===== config.mk =====
export PLATFORM = sky130hd
export DESIGN_NAME = spi_adc_conversion_master_unit
export DESIGN_NICKNAME = d
export VERILOG_FILES = /design/src/rtl/core/sacm_pkg.sv /design/src/rtl/core/spi_adc_conversion_master_unit.sv
export SDC_FILE = /design/constraint.sdc
export NUM_CORES = 1
export LEC_CHECK = 0
export CORE_ASPECT_RATIO = 0.7
export CORE_MARGIN = 2
export CORE_UTILIZATION = 55
export CTS_BUF_LIST = sky130_fd_sc_hd__clkbuf_2 sky130_fd_sc_hd__clkbuf_4 sky130_fd_sc_hd__clkbuf_8
export CTS_CLUSTER_DIAMETER = 200
export CTS_CLUSTER_SIZE = 16
export DETAILED_ROUTE_END_ITERATION = 16
export DONT_BUFFER_PORTS = 1
export GPL_ROUTABILITY_DRIVEN = 0
export PLACE_DENSITY = 0.73
export SLEW_MARGIN = 10
export SYNTH_ARGS = -nofsm -noshare
export SYNTH_HDL_FRONTEND = slang
export SYNTH_SLANG_ARGS = --single-unit

===== constraint.sdc =====
create_clock -name i_clk -period 3.5 [get_ports i_clk]
set_input_delay 0.7 -clock i_clk [delete_from_list [all_inputs] [get_ports i_clk]]
set_output_delay 0.7 -clock i_clk [all_outputs]
set_load 0.05 [all_outputs]

===== src/rtl/core/sacm_pkg.sv =====
// Package for the SPI converter read master: phase codes, register indexes,
// reset values and the result word layout. No dependencies.
`timescale 1ns / 1ps

package sacm_pkg;

    // Widths fixed by the register map and the pin/result fields
    localparam int TICK_W   = 10;
    localparam int CMD_W    = 4;
    localparam int SAMPLE_W = 12;
    localparam int CFG_IDX_W = 4;

    // Parameter defaults
    localparam int SAMPLE_BITS_DEF  = 12;
    localparam int COMMAND_BITS_DEF = 4;

    // Register reset values
    localparam logic [TICK_W-1:0] SETUP_RST = 10'd30;
    localparam logic [TICK_W-1:0] HALF_RST  = 10'd100;
    localparam logic [TICK_W-1:0] GUARD_RST = 10'd100;
    localparam logic [CMD_W-1:0]  CMD_RST   = 4'b1000;

    // Register indexes
    localparam logic [CFG_IDX_W-1:0] CFG_SETUP = 4'd0;
    localparam logic [CFG_IDX_W-1:0] CFG_HALF  = 4'd1;
    localparam logic [CFG_IDX_W-1:0] CFG_GUARD = 4'd2;
    localparam logic [CFG_IDX_W-1:0] CFG_CMD   = 4'd3;

    typedef enum logic [2:0] {
        PH_IDLE,
        PH_SETUP,
        PH_CMD,
        PH_SAMP,
        PH_NULL,
        PH_DATA,
        PH_GUARD
    } t_phase;

    // One result word: pin levels and status after a tick
    typedef struct packed {
        logic                sclk;
        logic                mosi;
        logic                cs_n;
        logic                busy_res;
        logic                sample_valid;
        logic [SAMPLE_W-1:0] sample;
    } t_result;

endpackage


===== src/rtl/core/spi_adc_conversion_master_unit.sv =====
// SPI master that reads one conversion from a serial converter, one timebase
// tick per input word. Depends on sacm_pkg.
`timescale 1ns / 1ps
//
//  channel  | direction | handshake                 | payload
//  ---------+-----------+---------------------------+-------------------------------
//  in       | to block  | i_in_valid / o_in_stall   | i_start_req, i_miso
//  out      | from block| o_out_valid / i_out_stall | o_sclk, o_mosi, o_cs_n,
//           |           |                           | o_busy_res, o_sample_valid, o_sample
//  cfg      | to block  | i_cfg_valid / o_cfg_ready | i_cfg_index, i_cfg_data
//
// One input word is taken every cycle while the input is not stalled; its result word
// is formed combinationally and registered into the output register. The phase machine
// and counters update in the same cycle as the word is taken, so consecutive ticks never
// wait on each other. A stall on the output parks one result in the skid register; the
// input stalls only while that skid register is full. Reset is synchronous and
// returns all phase, counter, pin and register state to its idle values.

module spi_adc_conversion_master_unit
    import sacm_pkg::*;
#(
    parameter int SAMPLE_BITS  = SAMPLE_BITS_DEF,
    parameter int COMMAND_BITS = COMMAND_BITS_DEF
) (
    input  logic                 i_clk,
    input  logic                 i_rst_n,
    // input words
    input  logic                 i_in_valid,
    output logic                 o_in_stall,
    input  logic                 i_start_req,
    input  logic                 i_miso,
    // result words
    output logic                 o_out_valid,
    input  logic                 i_out_stall,
    output logic                 o_sclk,
    output logic                 o_mosi,
    output logic                 o_cs_n,
    output logic                 o_busy_res,
    output logic                 o_sample_valid,
    output logic [SAMPLE_W-1:0]  o_sample,
    // register writes
    input  logic                 i_cfg_valid,
    output logic                 o_cfg_ready,
    input  logic [CFG_IDX_W-1:0] i_cfg_index,
    input  logic [TICK_W-1:0]    i_cfg_data
);

    localparam int MAX_BITS = (SAMPLE_BITS > COMMAND_BITS) ? SAMPLE_BITS : COMMAND_BITS;
    localparam int BIT_W    = $clog2(MAX_BITS + 1);

    // configuration registers
    logic [TICK_W-1:0] r_setup_ticks, r_half_ticks, r_guard_ticks;
    logic [CMD_W-1:0]  r_cmd_bits;

    // conversion state
    t_phase                   r_phase, n_phase;
    logic [TICK_W-1:0]        r_tick, n_tick;
    logic [BIT_W-1:0]         r_bit, n_bit;
    logic [SAMPLE_BITS-1:0]   r_shift_in, n_shift_in;
    logic [COMMAND_BITS-1:0]  r_cmd_shift, n_cmd_shift;
    logic                     r_pin_sclk, n_pin_sclk;
    logic                     r_pin_mosi, n_pin_mosi;
    logic                     r_pin_cs, n_pin_cs;
    logic [SAMPLE_BITS-1:0]   r_last, n_last;
    logic                     w_valid;

    // output register and skid
    t_result r_out, r_skid, w_res;
    logic    r_out_valid, r_skid_valid;

    logic                    w_in_acc, w_out_take;
    logic [TICK_W-1:0]       w_dur, w_tick_inc;
    logic                    w_done;
    logic [BIT_W-1:0]        w_bit_inc;
    logic [COMMAND_BITS+CMD_W-1:0] w_cmd_ext;
    logic [COMMAND_BITS-1:0] w_cmd_sh;
    logic [SAMPLE_BITS+SAMPLE_W-1:0] w_last_ext;

    assign o_cfg_ready = 1'b1;
    assign o_in_stall  = r_skid_valid;
    assign w_in_acc    = i_in_valid && !r_skid_valid;
    assign w_out_take  = r_out_valid && !i_out_stall;

    // register writes; unknown indexes drop
    always_ff @(posedge i_clk) begin
        if (!i_rst_n) begin
            r_setup_ticks <= SETUP_RST;
            r_half_ticks  <= HALF_RST;
            r_guard_ticks <= GUARD_RST;
            r_cmd_bits    <= CMD_RST;
        end else if (i_cfg_valid) begin
            case (i_cfg_index)
                CFG_SETUP: r_setup_ticks <= i_cfg_data;
                CFG_HALF:  r_half_ticks  <= i_cfg_data;
                CFG_GUARD: r_guard_ticks <= i_cfg_data;
                CFG_CMD:   r_cmd_bits    <= i_cfg_data[CMD_W-1:0];
                default: ;
            endcase
        end
    end

    // delay counter: done when the count reaches the duration or wraps;
    // a zero duration therefore acts like one tick
    always_comb begin
        case (r_phase)
            PH_SETUP: w_dur = r_setup_ticks;
            PH_GUARD: w_dur = r_guard_ticks;
            default:  w_dur = r_half_ticks;
        endcase
        w_tick_inc = r_tick + 1'b1;
        w_done     = (w_tick_inc >= w_dur) || (w_tick_inc == '0);
    end

    assign w_bit_inc = r_bit + 1'b1;
    assign w_cmd_ext = {{COMMAND_BITS{1'b0}}, r_cmd_bits};
    assign w_cmd_sh  = r_cmd_shift >> r_bit;

    // next phase and counters
    always_comb begin
        n_phase = r_phase;
        n_tick  = r_tick;
        n_bit   = r_bit;
        case (r_phase)
            PH_IDLE: begin
                if (i_start_req) begin
                    n_phase = PH_SETUP;
                    n_tick  = '0;
                    n_bit   = '0;
                end
            end
            PH_SETUP: begin
                n_tick = w_done ? '0 : w_tick_inc;
                if (w_done) begin
                    n_phase = PH_CMD;
                    n_bit   = '0;
                end
            end
            PH_CMD, PH_SAMP, PH_NULL, PH_DATA: begin
                n_tick = w_done ? '0 : w_tick_inc;
                if (w_done) begin
                    if (r_pin_sclk) begin
                        // falling edge: end of transfer after the last data bit
                        if (r_phase == PH_DATA && r_bit >= BIT_W'(SAMPLE_BITS))
                            n_phase = PH_GUARD;
                    end else begin
                        // rising edge
                        case (r_phase)
                            PH_CMD: begin
                                if (w_bit_inc >= BIT_W'(COMMAND_BITS)) begin
                                    n_bit   = '0;
                                    n_phase = PH_SAMP;
                                end else begin
                                    n_bit = w_bit_inc;
                                end
                            end
                            PH_SAMP: n_phase = PH_NULL;
                            PH_NULL: begin
                                n_bit   = '0;
                                n_phase = PH_DATA;
                            end
                            default: n_bit = w_bit_inc;
                        endcase
                    end
                end
            end
            default: begin
                n_tick = w_done ? '0 : w_tick_inc;
                if (w_done)
                    n_phase = PH_IDLE;
            end
        endcase
    end

    // pin levels, shift registers and the finished sample
    always_comb begin
        n_pin_sclk  = r_pin_sclk;
        n_pin_mosi  = r_pin_mosi;
        n_pin_cs    = r_pin_cs;
        n_cmd_shift = r_cmd_shift;
        n_shift_in  = r_shift_in;
        n_last      = r_last;
        w_valid     = 1'b0;
        case (r_phase)
            PH_IDLE: begin
                if (i_start_req) begin
                    n_pin_sclk  = 1'b0;
                    n_pin_cs    = 1'b0;
                    n_pin_mosi  = 1'b1;
                    n_cmd_shift = w_cmd_ext[COMMAND_BITS-1:0];
                    n_shift_in  = '0;
                end
            end
            PH_SETUP: begin
                if (w_done)
                    n_pin_sclk = 1'b1;
            end
            PH_CMD, PH_SAMP, PH_NULL, PH_DATA: begin
                if (w_done) begin
                    n_pin_sclk = !r_pin_sclk;
                    if (r_pin_sclk) begin
                        if (r_phase == PH_CMD && r_bit < BIT_W'(COMMAND_BITS))
                            n_pin_mosi = w_cmd_sh[0];
                        else if (r_phase == PH_DATA && r_bit >= BIT_W'(SAMPLE_BITS))
                            n_pin_cs = 1'b1;
                    end else if (r_phase == PH_DATA) begin
                        n_shift_in = {r_shift_in[SAMPLE_BITS-2:0], i_miso};
                    end
                end
            end
            default: begin
                if (w_done) begin
                    n_last  = r_shift_in;
                    w_valid = 1'b1;
                end
            end
        endcase
    end

    assign w_last_ext = {{SAMPLE_W{1'b0}}, n_last};

    always_comb begin
        w_res.sclk         = n_pin_sclk;
        w_res.mosi         = n_pin_mosi;
        w_res.cs_n         = n_pin_cs;
        w_res.busy_res     = (n_phase != PH_IDLE);
        w_res.sample_valid = w_valid;
        w_res.sample       = w_last_ext[SAMPLE_W-1:0];
    end

    // advance state on each accepted tick
    always_ff @(posedge i_clk) begin
        if (!i_rst_n) begin
            r_phase     <= PH_IDLE;
            r_tick      <= '0;
            r_bit       <= '0;
            r_shift_in  <= '0;
            r_cmd_shift <= '0;
            r_pin_sclk  <= 1'b0;
            r_pin_mosi  <= 1'b0;
            r_pin_cs    <= 1'b1;
            r_last      <= '0;
        end else if (w_in_acc) begin
            r_phase     <= n_phase;
            r_tick      <= n_tick;
            r_bit       <= n_bit;
            r_shift_in  <= n_shift_in;
            r_cmd_shift <= n_cmd_shift;
            r_pin_sclk  <= n_pin_sclk;
            r_pin_mosi  <= n_pin_mosi;
            r_pin_cs    <= n_pin_cs;
            r_last      <= n_last;
        end
    end

    // output register with skid stage
    always_ff @(posedge i_clk) begin
        if (!i_rst_n) begin
            r_out_valid  <= 1'b0;
            r_skid_valid <= 1'b0;
        end else begin
            if (r_skid_valid) begin
                if (w_out_take) begin
                    r_out_valid  <= 1'b1;
                    r_skid_valid <= 1'b0;
                end
            end else if (w_in_acc) begin
                if (r_out_valid && !w_out_take)
                    r_skid_valid <= 1'b1;
                else
                    r_out_valid <= 1'b1;
            end else if (w_out_take) begin
                r_out_valid <= 1'b0;
            end
        end
    end

    // move result words
    always_ff @(posedge i_clk) begin
        if (r_skid_valid) begin
            if (w_out_take)
                r_out <= r_skid;
        end else if (w_in_acc) begin
            if (r_out_valid && !w_out_take)
                r_skid <= w_res;
            else
                r_out <= w_res;
        end
    end

    assign o_out_valid    = r_out_valid;
    assign o_sclk         = r_out.sclk;
    assign o_mosi         = r_out.mosi;
    assign o_cs_n         = r_out.cs_n;
    assign o_busy_res     = r_out.busy_res;
    assign o_sample_valid = r_out.sample_valid;
    assign o_sample       = r_out.sample;

    // skid holds a word only behind a full output register
    a_skid_behind_out: assert property (@(posedge i_clk) disable iff (!i_rst_n)
        r_skid_valid |-> r_out_valid)
        else $error("skid word without output word");

    // chip select is released whenever the master is idle
    a_idle_cs_high: assert property (@(posedge i_clk) disable iff (!i_rst_n)
        (r_phase == PH_IDLE) |-> r_pin_cs)
        else $error("chip select active while idle");

    // clock high only inside a selected transfer
    a_sclk_in_transfer: assert property (@(posedge i_clk) disable iff (!i_rst_n)
        r_pin_sclk |-> !r_pin_cs)
        else $error("serial clock high with chip select released");

    // a finished sample is presented only as the master goes idle
    a_valid_at_idle: assert property (@(posedge i_clk) disable iff (!i_rst_n)
        (r_out_valid && r_out.sample_valid) |-> (!r_out.busy_res && r_out.cs_n))
        else $error("sample presented while busy");

endmodule


Word-level counts from Yosys, hierarchy flattened
Index checks and enable logic that the tools add are counted.
Operators by class
  shifts and indexed selects: 1
  muxes and demuxes: 57
  add/sub/neg operators: 2
  eq/ne operators: 18
  bitwise gates (word level): 1
  reductions and logical operators: 31
  $lt $le $gt $ge: 4
Operator list (number)
  two-way mux 12 bit: 6
  two-way mux 17 bit: 4
  two-way mux 10 bit: 3
  one-hot mux 12 bit (2 select lines): 1
  one-hot mux 4 bit (3 select lines): 2
  two-way mux 1 bit: 23
  two-way mux 3 bit: 7
  two-way mux 4 bit: 5
  one-hot mux 10 bit (2 select lines): 1
  one-hot mux 3 bit (3 select lines): 2
  inequality test 2 bit (second input constant): 7
  AND reduction 3 bit: 4
  adder 10 x 1 -> 10 bit (second input constant): 1
  >= comparator 10 bit: 1
  zero test 10 bit: 1
  AND reduction 2 bit: 5
  equality test 3 bit (second input constant): 3
  equality test 4 x 2 -> 1 bit (second input constant): 2
  AND reduction 7 bit: 1
  equality test 3 x 2 -> 1 bit (second input constant): 2
  AND reduction 6 bit: 1
  nonzero test 2 bit: 3
  nonzero test 3 bit: 2
  OR reduction 6 bit: 1
  other kinds (18): 26
Word-level totals
  output and inout port bits: 20
  word-level logic and storage cells: 141
  register bits after elaboration: 118
  input bits: 21

Longest topological paths before layout
Gate-level depths: netlist (run 1).
  depth after elaboration: 11
  gate-level depth with buffers: 18
  depth with buffers taken out: 16

Worst setup path before layout (run 1)
No wires, ideal clock.
  kind: reg-to-reg
  start: register r_phase[0]
  end: register r_out (netlist bit o_sample[0]), data pin
  setup time: 0.260 ns
  period minus slack after synthesis: 3.773 ns
  path buffers: 5
  slack: -0.273 ns
  cell stages (with the launch flop): 16
  data arrival time: 3.512 ns
  data required time: 3.240 ns
  path through: dfxtp_1 clkbuf_1 buf_1 buf_1 nand2_1 o311a_1 ha_1 nand2b_1 a211o_1 o211ai_1 and2_1 clkbuf_1 a21boi_4 buf_12 mux2_4 mux2_4
Between the ends
  cells in the longest elaborated chain, start to end: 9
  elaborated cells on any way between the ends: 16
  classes of those cells: order compare (1); eq/ne (6); mux (6); reduce/logical (3)
RTL lines
  start: declaration: line spi_adc_conversion_master_unit.sv:56  | t_phase r_phase, n_phase;
  start signal: assignment: line spi_adc_conversion_master_unit.sv:243  | r_phase <= n_phase;
  equality test 3 bit or equality test 3 x 1 -> 1 bit (tied branches): line spi_adc_conversion_master_unit.sv:105, spi_adc_conversion_master_unit.sv:183
  one-hot mux 10 bit (2 select lines): line spi_adc_conversion_master_unit.sv:105  | case (r_phase)
  >= comparator 10 bit: line spi_adc_conversion_master_unit.sv:111  | w_done = (w_tick_inc >= w_dur) || (w_tick_inc == '0);
  logical OR 1 bit: line spi_adc_conversion_master_unit.sv:111
  two-way mux 12 bit: line spi_adc_conversion_master_unit.sv:211  | if (w_done) begin
  two-way mux 12 bit *: line spi_adc_conversion_master_unit.sv:183  | case (r_phase)
  via n_last[0]: line spi_adc_conversion_master_unit.sv:64  | logic [SAMPLE_BITS-1:0] r_last, n_last;
  two-way mux 17 bit *: line spi_adc_conversion_master_unit.sv:283  | if (r_out_valid && !w_out_take)
  two-way mux 17 bit *: line spi_adc_conversion_master_unit.sv:282  | end else if (w_in_acc) begin
  two-way mux 17 bit *: line spi_adc_conversion_master_unit.sv:279  | if (r_skid_valid) begin
  end signal: assignment: line spi_adc_conversion_master_unit.sv:281  | r_out <= r_skid;
  end signal: assignment: line spi_adc_conversion_master_unit.sv:286  | r_out <= w_res;
  end: declaration: line spi_adc_conversion_master_unit.sv:68  | t_result r_out, r_skid, w_res;
The timed path passes the listed nets; every way through them passes the cells marked *. The select of a mux whose other input is x is not followed.
A chain may end at the register's enable or synchronous reset.

Final worst setup path (run 1)
  start: register r_tick[0]
  end: register r_out (netlist bit o_sclk), data pin
Between the ends
  cells in the longest elaborated chain, start to end: 8
  elaborated cells on any way between the ends: 10
  classes of those cells: add/sub (1); order compare (1); mux (6); reduce/logical (2)
RTL lines
  start: declaration: line spi_adc_conversion_master_unit.sv:57  | logic [TICK_W-1:0] r_tick, n_tick;
  start signal: assignment: line spi_adc_conversion_master_unit.sv:244  | r_tick <= n_tick;
  adder 10 x 1 -> 10 bit *: line spi_adc_conversion_master_unit.sv:110  | w_tick_inc = r_tick + 1'b1;
  >= comparator 10 bit or zero test 10 bit (tied branches): line spi_adc_conversion_master_unit.sv:111
  logical OR 1 bit *: line spi_adc_conversion_master_unit.sv:111
  two-way mux 1 bit (on tied branches): line spi_adc_conversion_master_unit.sv:198, spi_adc_conversion_master_unit.sv:194
  one-hot mux 1 bit (3 select lines) *: line spi_adc_conversion_master_unit.sv:183
  via n_pin_sclk: line spi_adc_conversion_master_unit.sv:61  | logic r_pin_sclk, n_pin_sclk;
  two-way mux 17 bit *: line spi_adc_conversion_master_unit.sv:283
  two-way mux 17 bit *: line spi_adc_conversion_master_unit.sv:282
  two-way mux 17 bit *: line spi_adc_conversion_master_unit.sv:279
Marks and branches as above.

==> impl_metrics.tcl, run 1 <==
set metrics [dict create \
    cts_tree "yes" \
    maxSlewViolCount 0 \
    finalSetupViolations 0 \
    reg2reg_depth 13 \
    grt_pass1_vias 4474 \
    fp.dieW_um 127.2 \
    worstMarginPinSlew_ns 0.9065 \
    die_h_um 90.28 \
    cts_max_path_buffers 2 \
    powerDensity_nw_per_um2 476.3 \
    synthArstFlopShare_pct 0 \
    period_needed_ns 3.378 \
    fmax_mhz 296.0 \
    postRouteAntennaNets 0 \
    synth_ff_type "dfxtp_1" \
    min_period_over_period_pct 96.53 \
    grt_pass1_wl_um 22240 \
    min_to "r_cmd_bits[3]$_SDFFE_PN1P_" \
    required_ns 3.69 \
    grt_antenna_before_repair 0 \
    p_leak_nw 2.539 \
    dieArea_um2 11490 \
    hold_viol_final 0 \
    cap_violations 0 \
    drc_errors 0 \
    min_path_type "in -> reg" \
    yosysSeqAreaShare_pct 46.21 \
    grt_usage_pct 24.46 \
    drt-vias-per-instance 6.138 \
    syn_inst 598 \
    maxSlewHeadroom_pct 39.57 \
    ff2ff_setup_slack_ns 0.12 \
    hold_depth 1 \
    vdd_drop_max_mv 0.3706 \
    syn_nets 634 \
    drtPass1Iterations 5 \
    fillers 816 \
    ys_warn_count 0 \
    io_buffers 0 \
    multiInputGateArea_um2 2982 \
    reg2reg_to "o_sclk$_DFFE_PP_" \
    core_area_um2 10360 \
    syn_to_final_growth_pct 11.98 \
    syn_area_um2 5848 \
    fin_nets 643 \
    via_count 4616 \
    path_max_fanout 5 \
    start_util_pct 56.47 \
    hold_start "i_rst_n" \
    worst-endpoint-arrival_ns 3.57 \
    clock_latency_ns 0.44 \
    syn-mean-instance-area_um2 9.779 \
    end_kind "register" \
    cts_root_buf "clkbuf_8" \
    grt_setup_unrepaired "yes" \
    gr-total-overflow 0 \
    grt_max_degree 34 \
    synth_seq_cells 118 \
    numCtsBuffers 17 \
    startpoint_type "register" \
    synth.distinct_cells 68 \
    clock-sinks 118 \
    avgRoutedWirePerCell_um 18.23 \
    status "finished, final reports clean" \
    final.setup.tns_ns 0 \
    clkTransAtPathRegs_ns 0.07 \
    crit_type "reg -> reg" \
    finClkSkew_ns 0.01372 \
    regArea_um2 2704 \
    cts_max_level 4 \
    finalPower_w 0.003119 \
    cts_hold_buf 0 \
    drive_above_1_share_pct 17.74 \
    num_rows 31 \
    final_common_cell "dfxtp_1" \
    utilization_pct 63.24 \
    num_io_pins 41 \
    drtIter0Drc 418 \
    totalWireLength_um 13710 \
    synth_edf_count 34 \
    dpl.hpwl_um 9160 \
    reg2reg_from "r_tick[0]$_SDFFE_PN0P_" \
    layout_common_cells "dfxtp_1, nor2_1, nand2_1" \
    diodes 0 \
]
==> flip-flops by register name (all words and copies together) (netlist names), 3 cells and up <==
name / flops
o_sample: 12
r_tick: 10
r_cmd_shift: 4
r_bit: 4
r_shift_in: 12
r_phase: 3
r_half_ticks: 10
r_setup_ticks: 10
r_skid: 17
r_guard_ticks: 10
r_last: 12
r_cmd_bits: 4
==> worst max-delay path: stages (launching register included) <==
cell and delay (ns):
dfxtp_1 0.43, ha_1 0.28, nand3_1 0.16, nor2_1 0.23
xnor2_1 0.22, ha_1 0.30, and3_1 0.18, a31oi_2 0.22
nand2_1 0.12, nor2_2 0.13, ha_1 0.24, a32oi_1 0.18
o21ai_1 0.13, mux2_2 0.31
==> report_power, final <==
group	internal, W	switching (W)	total [W]
clock	0.000738	0.000540	0.00128
sequential	0.00144	0.0000846	0.00153
combinational	0.000121	0.000192	0.000312
total	0.00230	0.000817	0.00312
==> cell usage after synthesis, types with 4 or more instances <==
master    instances  area [um2]
ha_1             15       187.7
nand2_1          58       217.7
clkbuf_1         26       97.59
mux2_4           16       240.2
nand4_1           4       25.02
nor2b_1           7       43.79
mux2i_1          51       510.5
nor3_1           23       115.1
xnor2_1           7       61.31
and3_1            6       37.54
nand3_1          15       75.07
nand2b_1          5       31.28
o22ai_1          23       143.9
dfxtp_1          84        1682
nor2_1           76       285.3
inv_1             9       33.78
mux2_2           11       123.9
a21oi_1          22       110.1
o311ai_0          9       78.83
buf_1             7       26.28
a211oi_1          5       37.54
o21ai_0          23       115.1
and2_1            4       25.02
edfxtp_1         34        1021
a22oi_1           5       37.54
==> how the worst max path moves through the flow <==
stage / end / cells past startpoint / slack [ns] / start
finish: o_sclk$_DFFE_PP_ / 13 / 0.12 / r_tick[0]$_SDFFE_PN0P_
detailed placement: o_sample[8]$_DFFE_PP_ / 11 / 0.02 / r_tick[0]$_SDFFE_PN0P_
CTS: o_sample[10]$_DFFE_PP_ / 11 / 0.01 / r_tick[0]$_SDFFE_PN0P_
global route: o_busy_res$_DFFE_PP_ / 13 / -0.12 / r_tick[0]$_SDFFE_PN0P_
floorplan: o_sample[0]$_DFFE_PP_ / 16 / 0.02 / r_phase[2]$_SDFFE_PN0P_
global placement: o_busy_res$_DFFE_PP_ / 14 / 0.08 / r_phase[1]$_SDFFE_PN0P_
==> logic make-up after synthesis <==
| logic type | count (synthesis) | synth area share [%] |
|---|---|---|
| muxes | 79 | 15.34 |
| and+or+nand+nor | 211 | 16.22 |
| other | 1 | 0.06412 |
| DFF | 118 | 46.21 |
| adders and majority gates | 15 | 3.209 |
| xor gates and xnor gates | 9 | 1.348 |
| AOI/OAI and AO/OA | 116 | 13.93 |
| buffers and inverters | 49 | 3.680 |
==> routing by layer <==
| metal | vias to the layer above | share of wire [%] | routed length [um] | track usage, % |
|---|---|---|---|---|
| met3 | 21 | 7.5 | 1025 | 8.235 |
| met2 | 179 | 42 | 5740 | 34.05 |
| met5 | - | 0 | 0 | 0 |
| li1 | 2193 | - | - | - |
| met4 | 0 | 1.3 | 176 | 7.692 |
| met1 | 2223 | 49 | 6770 | 35.75 |
==> final cells by class <==
class	count	area share (%)
multi-input combinational	431	45.53
sequential	118	41.29
clock buffer	22	4.146
clock inverter	10	1.987
tap	132	2.522
inverter	10	0.6305
timing repair buffer	29	3.898
==> per-stage QoR <==
stage | worst slack (ns) | instance area [um2] | hold slack (ns) | std cells
after global routing | -0.1151 | 6549 | 0.3036 | 752
after CTS | 0.01399 | 6467 | 0.3128 | 749
final | 0.1215 | 6549 | 0.3251 | 752
after detailed placement | 0.02082 | 6066 | 0.4539 | 717
after global placement | 0.07680 | 6066 | 0.4422 | 717
after floorplan | 0.02489 | 5852 | 0.4331 | 598
==> what timing repair did <==
action | CTS | global route
resized for setup | 0 | 11
buffers inserted | 0 | 3
setup endpoints to repair | 0 | 29
(Power assumes the default switching activity.)
==> run 2, diff against run 1 <==
==> constraint.sdc (replaced) <==
create_clock -name i_clk -period 2.7 [get_ports i_clk]
set_input_delay 0.54 -clock i_clk [delete_from_list [all_inputs] [get_ports i_clk]]
set_output_delay 0.54 -clock i_clk [all_outputs]
set_load 0.05 [all_outputs]
==> impl_metrics.tcl, run 2 (synthesized netlist as in run 1, its figures left out) <==
set metrics [dict create \
    status "finished with violations" \
    violations "negative setup slack" \
    io_buffers 0 \
    cp-startpoint "r_phase[2]$_SDFFE_PN0P_" \
    final_common_cell "dfxtp_1" \
    fp.dieW_um 127.2 \
    diodes 0 \
    maxSlewHeadroom_pct 46.24 \
    regMostFlops "r_skid" \
    start_util_pct 56.47 \
    min_to "r_setup_ticks[4]$_SDFFE_PN1P_" \
    min_path_type "in -> reg" \
    grt_antenna_before_repair 0 \
    postRouteAntennaNets 0 \
    cts_max_level 4 \
    cts_root_buf "clkbuf_8" \
    worstMarginPinSlew_ns 0.8065 \
    drive_above_1_share_pct 37.73 \
    drt-vias-per-instance 6.367 \
    place_ws_ns -0.7781 \
    maxSlewViolCount 0 \
    die_h_um 90.28 \
    finClkSkew_ns 0.01650 \
    p_leak_nw 3.075 \
    finalPower_w 0.004198 \
    fin_cells 829 \
    num_rows 31 \
    via_count 5278 \
    grt_usage_pct 27.77 \
    dieArea_um2 11490 \
    hold_viol_final 0 \
    clock_latency_ns 0.46 \
    fin_nets 720 \
    grt_setup_unrepaired "yes" \
    ff2ff_setup_slack_ns -0.57 \
    end_kind "register" \
    vdd_drop_max_mv 0.5399 \
    cts_tree "yes" \
    startpoint_type "register" \
    core_area_um2 10360 \
    finalSetupViolations 78 \
    clock-sinks 118 \
    clkTransAtPathRegs_ns 0.08 \
    drtIter0Drc 608 \
    reg2reg_depth 13 \
    timing.hold.ws_ns 0.1545 \
    reg2reg_to "o_sample[6]$_DFFE_PP_" \
    largest_register_ffs 17 \
    worst-endpoint-arrival_ns 3.47 \
    crit_type "reg -> reg" \
    totalWireLength_um 17610 \
    gr-total-overflow 0 \
    grt_pass1_wl_um 25140 \
    cts_max_path_buffers 2 \
    dpl.hpwl_um 10020 \
    cts_hold_buf 0 \
    num_io_pins 41 \
    syn_to_final_growth_pct 34.27 \
    drc_errors 0 \
    reg2reg_from "r_phase[2]$_SDFFE_PN0P_" \
    avgRoutedWirePerCell_um 21.24 \
    hold_start "i_rst_n" \
    required_ns 2.90 \
    fmax_mhz 306.0 \
    grt_pass1_vias 4893 \
    cap_violations 0 \
    layout_common_cells "dfxtp_1, buf_4, nor2_1" \
    hold_depth 1 \
    path_max_fanout 6 \
    powerDensity_nw_per_um2 534.6 \
    layout_setup_ws_ns -0.5676 \
    drtPass1Iterations 5 \
    final.setup.tns_ns -28.89 \
    grt_max_degree 29 \
    period_needed_ns 3.268 \
    post-place-cells 761 \
    min_period_over_period_pct 121.0 \
    numCtsBuffers 17 \
]
-- run 2: cell types whose count changed in the layout (fill, tap and decap cells not counted), sizes merged --
cell	delta
buf	+72
clkinv	+1
or2	+2
bufinv	-1
clkinvlp	+2
inv	+2
clkbuf	-2
and2	+1
-- run 2: stage by stage --
stage | util [%] | instance area [um2]
floorplan | - | 5953
global placement | 61.98 | 6419
detailed placement | 61.98 | 6419
CTS | 69.99 | 7248
global route | 75.82 | 7853
finish | 75.82 | 7853
-- run 2: where the power goes --
| part | switching, W | internal (W) |
|---|---|---|
| clock network | 0.000790 | 0.000850 |
| logic | 0.000324 | 0.000248 |
| registers | 0.000115 | 0.00187 |
| total | 0.00123 | 0.00297 |
-- run 2: worst max path at each step --
stage,to,slack [ns]
3_3_place_gp,o_busy_res$_DFFE_PP_,-0.67
2_1_floorplan,o_sample[0]$_DFFE_PP_,-0.45
4_1_cts,o_sclk$_DFFE_PP_,-0.39
5_1_grt,o_sclk$_DFFE_PP_,-0.65
6_report,o_sample[6]$_DFFE_PP_,-0.57
3_5_place_dp,o_sample[10]$_DFFE_PP_,-0.78
-- run 2: layout make-up --
class	count	area, um2
multi-input cells	434	3568
flip-flops and latches	118	2718
fillers	603	2504
repair buffers	103	957.2
clock buffers	18	247.7
well taps	132	165.2
clock inverters	14	151.4
inverters	10	45.04
-- run 2: repair_timing --
item                                    in CTS  in global routing
resized for setup                           70                 97
pin swaps                                   20                 40
endpoints found under the setup margin      73                 77
cloned                                       3                  3
setup buffers                               20                 12
-- run 2: critical path: stages (launching register included) --
cell,delay (ns)
dfxtp_4,0.38
buf_6,0.12
and2_4,0.18
buf_4,0.14
o311ai_2,0.29
buf_4,0.18
ha_1,0.14
and3_4,0.20
o211ai_1,0.15
and2_4,0.21
a21boi_4,0.24
buf_6,0.18
mux2_4,0.32
mux2_4,0.27
-- run 2: routing by layer --
metal | GRT usage [%] | routed length [um] | up-vias
met2 | 42.25 | 7881 | 305
met1 | 38.71 | 7460 | 2562
met5 | 0 | 0 | -
met3 | 8.116 | 1681 | 71
li1 | - | - | 2340
met4 | 7.875 | 585 | 0
